===== src/hdl/assert_macros.svh =====
`ifndef ASSERT_MACROS_SVH
`define ASSERT_MACROS_SVH

// Clocked check, disabled while reset is asserted.
`define ILS_ASSERT(label, prop, msg) \
    label: assert property (@(posedge i_clk) disable iff (!i_rst_n) (prop)) else $error(msg);

// Clocked implication, next cycle, disabled while reset is asserted.
`define ILS_ASSERT_NEXT(label, ante, cons, msg) \
    label: assert property (@(posedge i_clk) disable iff (!i_rst_n) (ante) |=> (cons)) \
        else $error(msg);

`endif


===== src/hdl/ils_pkg.sv =====
`timescale 1ns / 1ps

package ils_pkg;

    localparam int DATA_W   = 32;
    localparam int OP_W     = 3;
    localparam int POS_W    = 8;
    localparam int STATUS_W = 2;
    localparam int CNT_OUT_W = 5;
    localparam int DEPTH_DEF = 16;

    localparam int IN_FIELDS_W  = OP_W + POS_W + DATA_W;
    localparam int IN_TDATA_W   = ((IN_FIELDS_W + 7) / 8) * 8;
    localparam int OUT_FIELDS_W = DATA_W + STATUS_W + CNT_OUT_W;
    localparam int OUT_TDATA_W  = ((OUT_FIELDS_W + 7) / 8) * 8;

    typedef enum logic [OP_W-1:0] {
        OP_INSERT = 3'd0,
        OP_APPEND = 3'd1,
        OP_REMOVE = 3'd2,
        OP_READ   = 3'd3,
        OP_WRITE  = 3'd4
    } t_op;

    typedef enum logic [STATUS_W-1:0] {
        ST_OK    = 2'd0,
        ST_RANGE = 2'd1,
        ST_FULL  = 2'd2
    } t_status;

    typedef struct packed {
        logic load;
        logic take_prev;
        logic take_next;
        logic rd_sel;
    } t_cell_ctl;

endpackage


===== src/hdl/indexed_list_store_top.sv =====
`timescale 1ns / 1ps
`include "assert_macros.svh"

// Indexed list store: ordered list of up to DEPTH signed 32-bit values.
// Input channel (s_axis): one operation per item, tdata = {value, position, op}.
//   op: insert front, append back, remove at index, read, write.
// Output channel (m_axis): one result per item, tdata = {count_now, status,
//   read_value}; status is ok, index out of range or list full.
// Storage is a row of DEPTH cells; insert shifts all occupied cells and remove
// those from the index on, each by one place from its neighbor, in the same cycle.
// Latency: result is valid the cycle after the item is accepted.
// Throughput: one item per cycle while the receiver takes results.
// A single output register separates the channels; the input is ready when
// that register is empty or being taken in the same cycle. When the receiver
// stalls, the result holds and no new item is taken.
// Reset (synchronous, active low) empties the list and drops any pending
// result; cell contents are not cleared and are never read before written.

module indexed_list_store_top #(
    parameter int DEPTH = ils_pkg::DEPTH_DEF
) (
    input  logic                             i_clk,
    input  logic                             i_rst_n,
    input  logic                             i_s_axis_tvalid,
    output logic                             o_s_axis_tready,
    // [2:0] op, [10:3] position, [42:11] value, [47:43] zero
    input  logic [ils_pkg::IN_TDATA_W-1:0]   i_s_axis_tdata,
    output logic                             o_m_axis_tvalid,
    input  logic                             i_m_axis_tready,
    // [31:0] read_value, [33:32] status, [38:34] count_now, [39] zero
    output logic [ils_pkg::OUT_TDATA_W-1:0]  o_m_axis_tdata
);

    localparam int CW   = $clog2(DEPTH + 1);
    localparam int CMPW = (CW > ils_pkg::POS_W) ? CW : ils_pkg::POS_W;
    localparam int DW   = ils_pkg::DATA_W;

    logic [CW-1:0]  r_count;
    logic [CW-1:0]  n_count;
    logic           r_m_valid;
    logic [ils_pkg::OUT_TDATA_W-1:0] r_m_data;
    logic [ils_pkg::OUT_TDATA_W-1:0] n_m_data;

    logic                       s_fire;
    ils_pkg::t_op               in_op;
    logic [ils_pkg::POS_W-1:0]  in_pos;
    logic [DW-1:0]              in_value;
    logic [CMPW-1:0]            pos_x;
    logic [CMPW-1:0]            cnt_x;
    logic                       is_full;
    logic                       pos_ok;
    logic                       do_insert;
    logic                       do_append;
    logic                       do_remove;
    logic                       do_write;
    logic                       do_read;
    ils_pkg::t_status           status;
    logic [DW-1:0]              rd_value;

    ils_pkg::t_cell_ctl         ctl   [DEPTH];
    logic [DW-1:0]              value [DEPTH];
    logic [DW-1:0]              rd    [DEPTH];

    assign in_op    = ils_pkg::t_op'(i_s_axis_tdata[ils_pkg::OP_W-1:0]);
    assign in_pos   = i_s_axis_tdata[ils_pkg::OP_W +: ils_pkg::POS_W];
    assign in_value = i_s_axis_tdata[ils_pkg::OP_W + ils_pkg::POS_W +: DW];

    assign o_s_axis_tready = !r_m_valid || i_m_axis_tready;
    assign s_fire          = i_s_axis_tvalid && o_s_axis_tready;

    assign pos_x   = CMPW'(in_pos);
    assign cnt_x   = CMPW'(r_count);
    assign is_full = (r_count == CW'(DEPTH));
    assign pos_ok  = (pos_x < cnt_x);

    always_comb begin
        do_insert = 1'b0;
        do_append = 1'b0;
        do_remove = 1'b0;
        do_write  = 1'b0;
        do_read   = 1'b0;
        status    = ils_pkg::ST_OK;
        n_count   = r_count;
        unique case (in_op)
            ils_pkg::OP_INSERT: begin
                if (is_full) begin
                    status = ils_pkg::ST_FULL;
                end else begin
                    do_insert = s_fire;
                    n_count   = r_count + CW'(1);
                end
            end
            ils_pkg::OP_APPEND: begin
                if (is_full) begin
                    status = ils_pkg::ST_FULL;
                end else begin
                    do_append = s_fire;
                    n_count   = r_count + CW'(1);
                end
            end
            ils_pkg::OP_REMOVE: begin
                if (pos_ok) begin
                    do_remove = s_fire;
                    n_count   = r_count - CW'(1);
                end
            end
            ils_pkg::OP_READ: begin
                if (pos_ok) begin
                    do_read = 1'b1;
                end else begin
                    status = ils_pkg::ST_RANGE;
                end
            end
            ils_pkg::OP_WRITE: begin
                if (pos_ok) begin
                    do_write = s_fire;
                end else begin
                    status = ils_pkg::ST_RANGE;
                end
            end
            default: begin
                status = ils_pkg::ST_OK;
            end
        endcase
    end

    for (genvar i = 0; i < DEPTH; i++) begin : g_cell
        localparam logic [CMPW-1:0] IDX = CMPW'(i);

        always_comb begin
            ctl[i].load      = (do_insert && (i == 0)) ||
                               (do_append && (IDX == cnt_x)) ||
                               (do_write && (IDX == pos_x));
            ctl[i].take_prev = do_insert && (i > 0) && (IDX <= cnt_x);
            ctl[i].take_next = do_remove && (IDX >= pos_x) &&
                               ((IDX + CMPW'(1)) < cnt_x);
            ctl[i].rd_sel    = do_read && (IDX == pos_x);
        end

        ils_cell u_cell (
            .i_clk        (i_clk),
            .i_rst_n      (i_rst_n),
            .i_ctl        (ctl[i]),
            .i_load_value (in_value),
            .i_prev       ((i == 0) ? value[i] : value[(i == 0) ? 0 : i - 1]),
            .i_next       ((i == DEPTH - 1) ? value[i]
                                            : value[(i == DEPTH - 1) ? i : i + 1]),
            .o_value      (value[i]),
            .o_rd         (rd[i])
        );
    end

    always_comb begin
        rd_value = '0;
        for (int k = 0; k < DEPTH; k++) begin
            rd_value = rd_value | rd[k];
        end
    end

    always_comb begin
        n_m_data = '0;
        n_m_data[DW-1:0] = rd_value;
        n_m_data[DW +: ils_pkg::STATUS_W] = status;
        n_m_data[DW + ils_pkg::STATUS_W +: ils_pkg::CNT_OUT_W] =
            ils_pkg::CNT_OUT_W'(n_count);
    end

    always_ff @(posedge i_clk) begin
        if (!i_rst_n) begin
            r_count   <= '0;
            r_m_valid <= 1'b0;
        end else begin
            if (s_fire) begin
                r_count   <= n_count;
                r_m_valid <= 1'b1;
            end else if (i_m_axis_tready) begin
                r_m_valid <= 1'b0;
            end
        end
    end

    always_ff @(posedge i_clk) begin
        if (s_fire) begin
            r_m_data <= n_m_data;
        end
    end

    assign o_m_axis_tvalid = r_m_valid;
    assign o_m_axis_tdata  = r_m_data;

    `ILS_ASSERT(a_count_bound, r_count <= CW'(DEPTH), "count exceeds depth")
    `ILS_ASSERT_NEXT(a_full_holds, s_fire && is_full &&
        (in_op == ils_pkg::OP_INSERT || in_op == ils_pkg::OP_APPEND),
        r_count == $past(r_count), "count changed on refused insert")
    `ILS_ASSERT(a_count_out, !r_m_valid ||
        (r_m_data[DW + ils_pkg::STATUS_W +: ils_pkg::CNT_OUT_W] ==
         ils_pkg::CNT_OUT_W'(r_count)), "pending count differs from list count")
    `ILS_ASSERT_NEXT(a_idle_count, !s_fire, r_count == $past(r_count),
        "count changed without an item")

endmodule


===== src/hdl/ils_cell.sv =====
`timescale 1ns / 1ps
`include "assert_macros.svh"

module ils_cell (
    input  logic                         i_clk,
    input  logic                         i_rst_n,
    input  ils_pkg::t_cell_ctl           i_ctl,
    input  logic [ils_pkg::DATA_W-1:0]   i_load_value,
    input  logic [ils_pkg::DATA_W-1:0]   i_prev,
    input  logic [ils_pkg::DATA_W-1:0]   i_next,
    output logic [ils_pkg::DATA_W-1:0]   o_value,
    output logic [ils_pkg::DATA_W-1:0]   o_rd
);

    logic [ils_pkg::DATA_W-1:0] r_value;
    logic [ils_pkg::DATA_W-1:0] n_value;

    always_comb begin
        priority if (i_ctl.load) begin
            n_value = i_load_value;
        end else if (i_ctl.take_prev) begin
            n_value = i_prev;
        end else if (i_ctl.take_next) begin
            n_value = i_next;
        end else begin
            n_value = r_value;
        end
    end

    always_ff @(posedge i_clk) begin
        r_value <= n_value;
    end

    assign o_value = r_value;
    assign o_rd    = i_ctl.rd_sel ? r_value : '0;

    `ILS_ASSERT(a_one_source, $onehot0({i_ctl.load, i_ctl.take_prev, i_ctl.take_next}),
        "cell given more than one source")
    `ILS_ASSERT(a_read_no_update, !(i_ctl.rd_sel && (i_ctl.load || i_ctl.take_prev ||
        i_ctl.take_next)), "cell read and updated by one item")

endmodule


===== config.mk =====
export PLATFORM = sky130hd
export DESIGN_NAME = indexed_list_store_top
export DESIGN_NICKNAME = d
export VERILOG_FILES = /design/src/hdl/ils_pkg.sv /design/src/hdl/indexed_list_store_top.sv /design/src/hdl/ils_cell.sv
export VERILOG_INCLUDE_DIRS = /design/src /design/src/hdl
export SDC_FILE = /design/constraint.sdc
export NUM_CORES = 1
export LEC_CHECK = 0
export BUFFER_PORTS_ARGS = -buffer_cell sky130_fd_sc_hd__buf_4
export CELL_PAD_IN_SITES_DETAIL_PLACEMENT = 1
export CELL_PAD_IN_SITES_GLOBAL_PLACEMENT = 2
export CORE_MARGIN = 3
export CORE_UTILIZATION = 46
export CTS_CLUSTER_DIAMETER = 100
export DETAILED_ROUTE_END_ITERATION = 12
export PLACE_DENSITY_LB_ADDON = 0.25
export SYNTH_ARGS = -nofsm -noshare
export SYNTH_HDL_FRONTEND = slang
export SYNTH_SLANG_ARGS = --single-unit

===== constraint.sdc =====
create_clock -name i_clk -period 6.44 [get_ports i_clk]
set_input_delay 0.644 -clock i_clk [delete_from_list [all_inputs] [get_ports i_clk]]
set_output_delay 0.644 -clock i_clk [all_outputs]
set_load 0.01 [all_outputs]

==> flow_summary_export.csv <==
group,metric,value,unit
timing,hold_viol_final,0,
synth,yosys.area_share.adder,0.003339,
drt,drt_iter0_markers,3568,
layout,fin_nets,2558,
clock_network,cts_root_buf,"clkbuf_16",
clock_network,post_cts_buffers,0,
global_route,antenna_found_initial,6,
timing,slew-limit-headroom,-0.04633,
synth,synthCells,2456,
layout,drive_above_1_share,0.4994,
floorplanning,core,72100,µm²
worst_hold_path,hp-class,"primary input to flop",
clock_network,clk_pin_slew_worst_paths,0.06,ns
clock_network,cts_buffer_depth,3,
floorplanning,num_io_pins,94,
synth,ys_top_cells_by_area,"edfxtp_1, mux2_2, mux2_1",
synth,yosysMostFrequentCell,"mux2_2",
synth,ys_types,80,
placed_design,gp_congestion,0.8976,
synth,ys_warn_count,0,
pwr,clkPwrFrac,0.467,
synth,synthSimpleGateAreaFrac,0.04322,
placed_design,pre_cts_ws,1.806,ns
drt,antenna_left,0,
timing,grt_setup_unrepaired,"no",
synth,yosysTopAreaCellShare,0.4906,
floorplanning,placementRows,98,
synth,synth_top_family_by_area,"multiplexers",
worst_setup_path,crit_type,"flop to flop",
clock_network,clk_latency,0.63,ns
floorplanning,die_h,276.8,µm
synth,synth-async-reset-ratio,0,
synth,synth_edf_count,551,
timing,timing.fmax,218.4,MHz
pwr,cellInternalPower,0.006242,W
worst_setup_path,cp_common_cell,"buf_4",
global_route,track_usage,0.3563,
global_route,grt_overflow,0,
worst_setup_path,crit_path_start_kind,"flop",
floorplanning,dieWidth,276.8,µm
placed_design,dp.final_hpwl,83110,µm
pwr,p_leak,12.32,nW
timing,period_share,0.7111,
synth,synth-xor-area-share,0.0007791,
synth,synth_flop_cell,"edfxtp_1",
outcome,status,"complete, but fails checks",
pwr,comb_power_share,0.048,
clock_network,cts_sinks,557,
global_route,grt_pass1_wl,196800,µm
outcome,violations,"max-capacitance violations, max-slew violations",
floorplanning,initial_utilization,0.4678,
timing,finalSetupViolations,0,
synth,synth-seq-cells,557,
pwr,irDropWorstVdd,0.2031,mV
floorplanning,dieArea,76600,µm²
global_route,grt_pass1_vias,25670,
pwr,finalPower,0.008177,W
drt,wire_per_inst,40.26,µm
timing,worstMarginPinSlew,1.564,ns
layout,syn_to_final_growth,12.34,%
pwr,switchingPower,0.001936,W
worst_setup_path,cp.required,6.70,ns
timing,min_period,4.579,ns
clock_network,htreeDepth,3,
clock_network,cts_buffers,68,
drt,finalWirelength,141000,µm
pwr,p_seq_frac,0.485,
worst_setup_path,crit_chain,"inv_1 > ha_1 > nand4bb_1 > nand4_1 > buf_4 > a211oi_4 > buf_4 > a21oi_1 > nand2_2 > buf_4",
synth,muxShareOfSynthArea,0.3392,
drt,via_per_inst,7.149,
synth,synth_compound_area_frac,0.08730,
clock_network,ctsResizeCount,0,
global_route,grt_max_degree,40,
layout,fillers,6938,
synth,yosysTopAreaCell,"edfxtp_1",
worst_setup_path,cp_slowest_cell,"buf_4",
timing,drv_slew,12,
synth,synth_commonest_cells,"mux2_2, edfxtp_1, buf_2, a22oi_1, mux2_1",
worst_setup_path,cp_slowest_stage_delay,0.71,ns
worst_setup_path,end_kind,"flop",
timing,setup_tns,0,ns
pwr,p_sw_frac,0.2367,
synth,synth.cell_area,33720,µm²
synth,yosysSeqAreaShare,0.4942,
worst_setup_path,cp_max_fo,33,
worst_setup_path,arrival,4.84,ns
flow_run,maxCapViolations,1,
synth,synth_area_per_cell,13.73,µm²
drt,post-route-drc-count,0,
clock_network,cts_hold_buf,0,
timing,finClkSkew,0.02456,ns
timing,final.setup.worst_slack,1.861,ns
synth,synth_nets,2517,
pwr,powerDensity,215.8,nW/µm²
clock_network,cts_tree,"done",
placed_design,io_buffers,87,
drt,drt_first_pass_iters,7,
drt,num_vias,25040,
through the flow:
stage / hold slack, ns / cell area [µm²] / instances / utilization
finish: 0.3361 / 37890 / 3502 / 0.5255
global route: 0.3532 / 37880 / 3500 / 0.5254
CTS: 0.3229 / 37880 / 3499 / 0.5254
detailed placement: 0.5892 / 35750 / 3377 / 0.4959
global placement: 0.5693 / 35750 / 3377 / 0.4959
floorplan: 0.5489 / 33720 / 2456 / -
power by group through the flow:
stage	combinational (W)	sequential, W	clock, W
3_3_place_gp	0.000370	0.00404	0
4_1_cts	0.000379	0.00397	0.00385
6_report	0.000394	0.00397	0.00382
3_5_place_dp	0.000377	0.00404	0
2_1_floorplan	0.000183	0.00405	0
5_1_grt	0.000404	0.00397	0.00399
layer usage:
metal / GRT usage / up-vias / part of all wire
met5: 0 / - / 0.00030
met3: 0.08869 / 453 / 0.11
met2: 0.5405 / 1738 / 0.44
met1: 0.4751 / 12940 / 0.39
met4: 0.1789 / 6 / 0.058
li1: - / 9896 / -
sequential cells by signal, indices dropped and copies added (netlist names):
register and count:
o_m_axis_tvalid 1, g_cell.u_cell.o_value 512, o_m_axis_tdata 39, r_count 5
logic make-up after synthesis:
| group | count (synthesis) |
|---|---|
| AO/OA/AOI/OAI | 386 |
| XOR/XNOR | 3 |
| adder cells (fa/ha/maj) | 9 |
| buffers and inverters | 229 |
| flip-flops | 557 |
| multiplexers | 1018 |
| other | 1 |
| AND/OR/NAND/NOR | 253 |
final timing paths:
kind | startpoint | to | slack (ns) | depth (start not counted)
min | i_s_axis_tvalid | o_m_axis_tvalid | 0.34 | 3
min reg2reg | g_cell[14].u_cell.o_value[5] | g_cell[15].u_cell.o_value[5] | 0.60 | 1
max reg2reg | r_count[1] | g_cell[14].u_cell.o_value[0] | 1.86 | 10
max | r_count[1] | g_cell[14].u_cell.o_value[0] | 1.86 | 10
cell type report:
cell class              instances  area (µm²)  share of cell area
diodes                          3       7.507           0.0001981
clock buffers                  80        1768             0.04666
clock inverters                42       359.1            0.009478
inverters                      12       45.04            0.001189
multi-input cells            1670       16380              0.4323
flip-flops and latches        557       16670              0.4399
well taps                     950        1189             0.03137
repair buffers                188        1474             0.03890
worst max-delay path, delay by kind of cell, from the launching register on:
family / cells / cell delay, ns
buf+inv: 4 / 1.86
compound gates: 2 / 0.39
fa+ha+maj: 1 / 0.34
flops: 1 / 0.64
simple gates: 3 / 0.97
placed cells by master (no fill, tap or decap), types with 10 or more instances in the layout:
cell type / n
clkinv_1: 14
mux2i_1: 27
a21oi_1: 51
a222oi_1: 27
nor2_1: 34
clkbuf_16: 69
and3_1: 11
a22o_1: 32
a211oi_1: 14
mux2_1: 86
nor3_4: 13
nand3_1: 17
a31oi_1: 37
edfxtp_1: 551
a221oi_1: 18
nand2_1: 58
o21ai_0: 28
buf_4: 183
clkinv_2: 16
inv_1: 10
nand2_2: 12
clkbuf_1: 11
mux2_2: 904
a22oi_1: 94
nor3_1: 22
No activity file was read; power rests on OpenSTA's default activity.
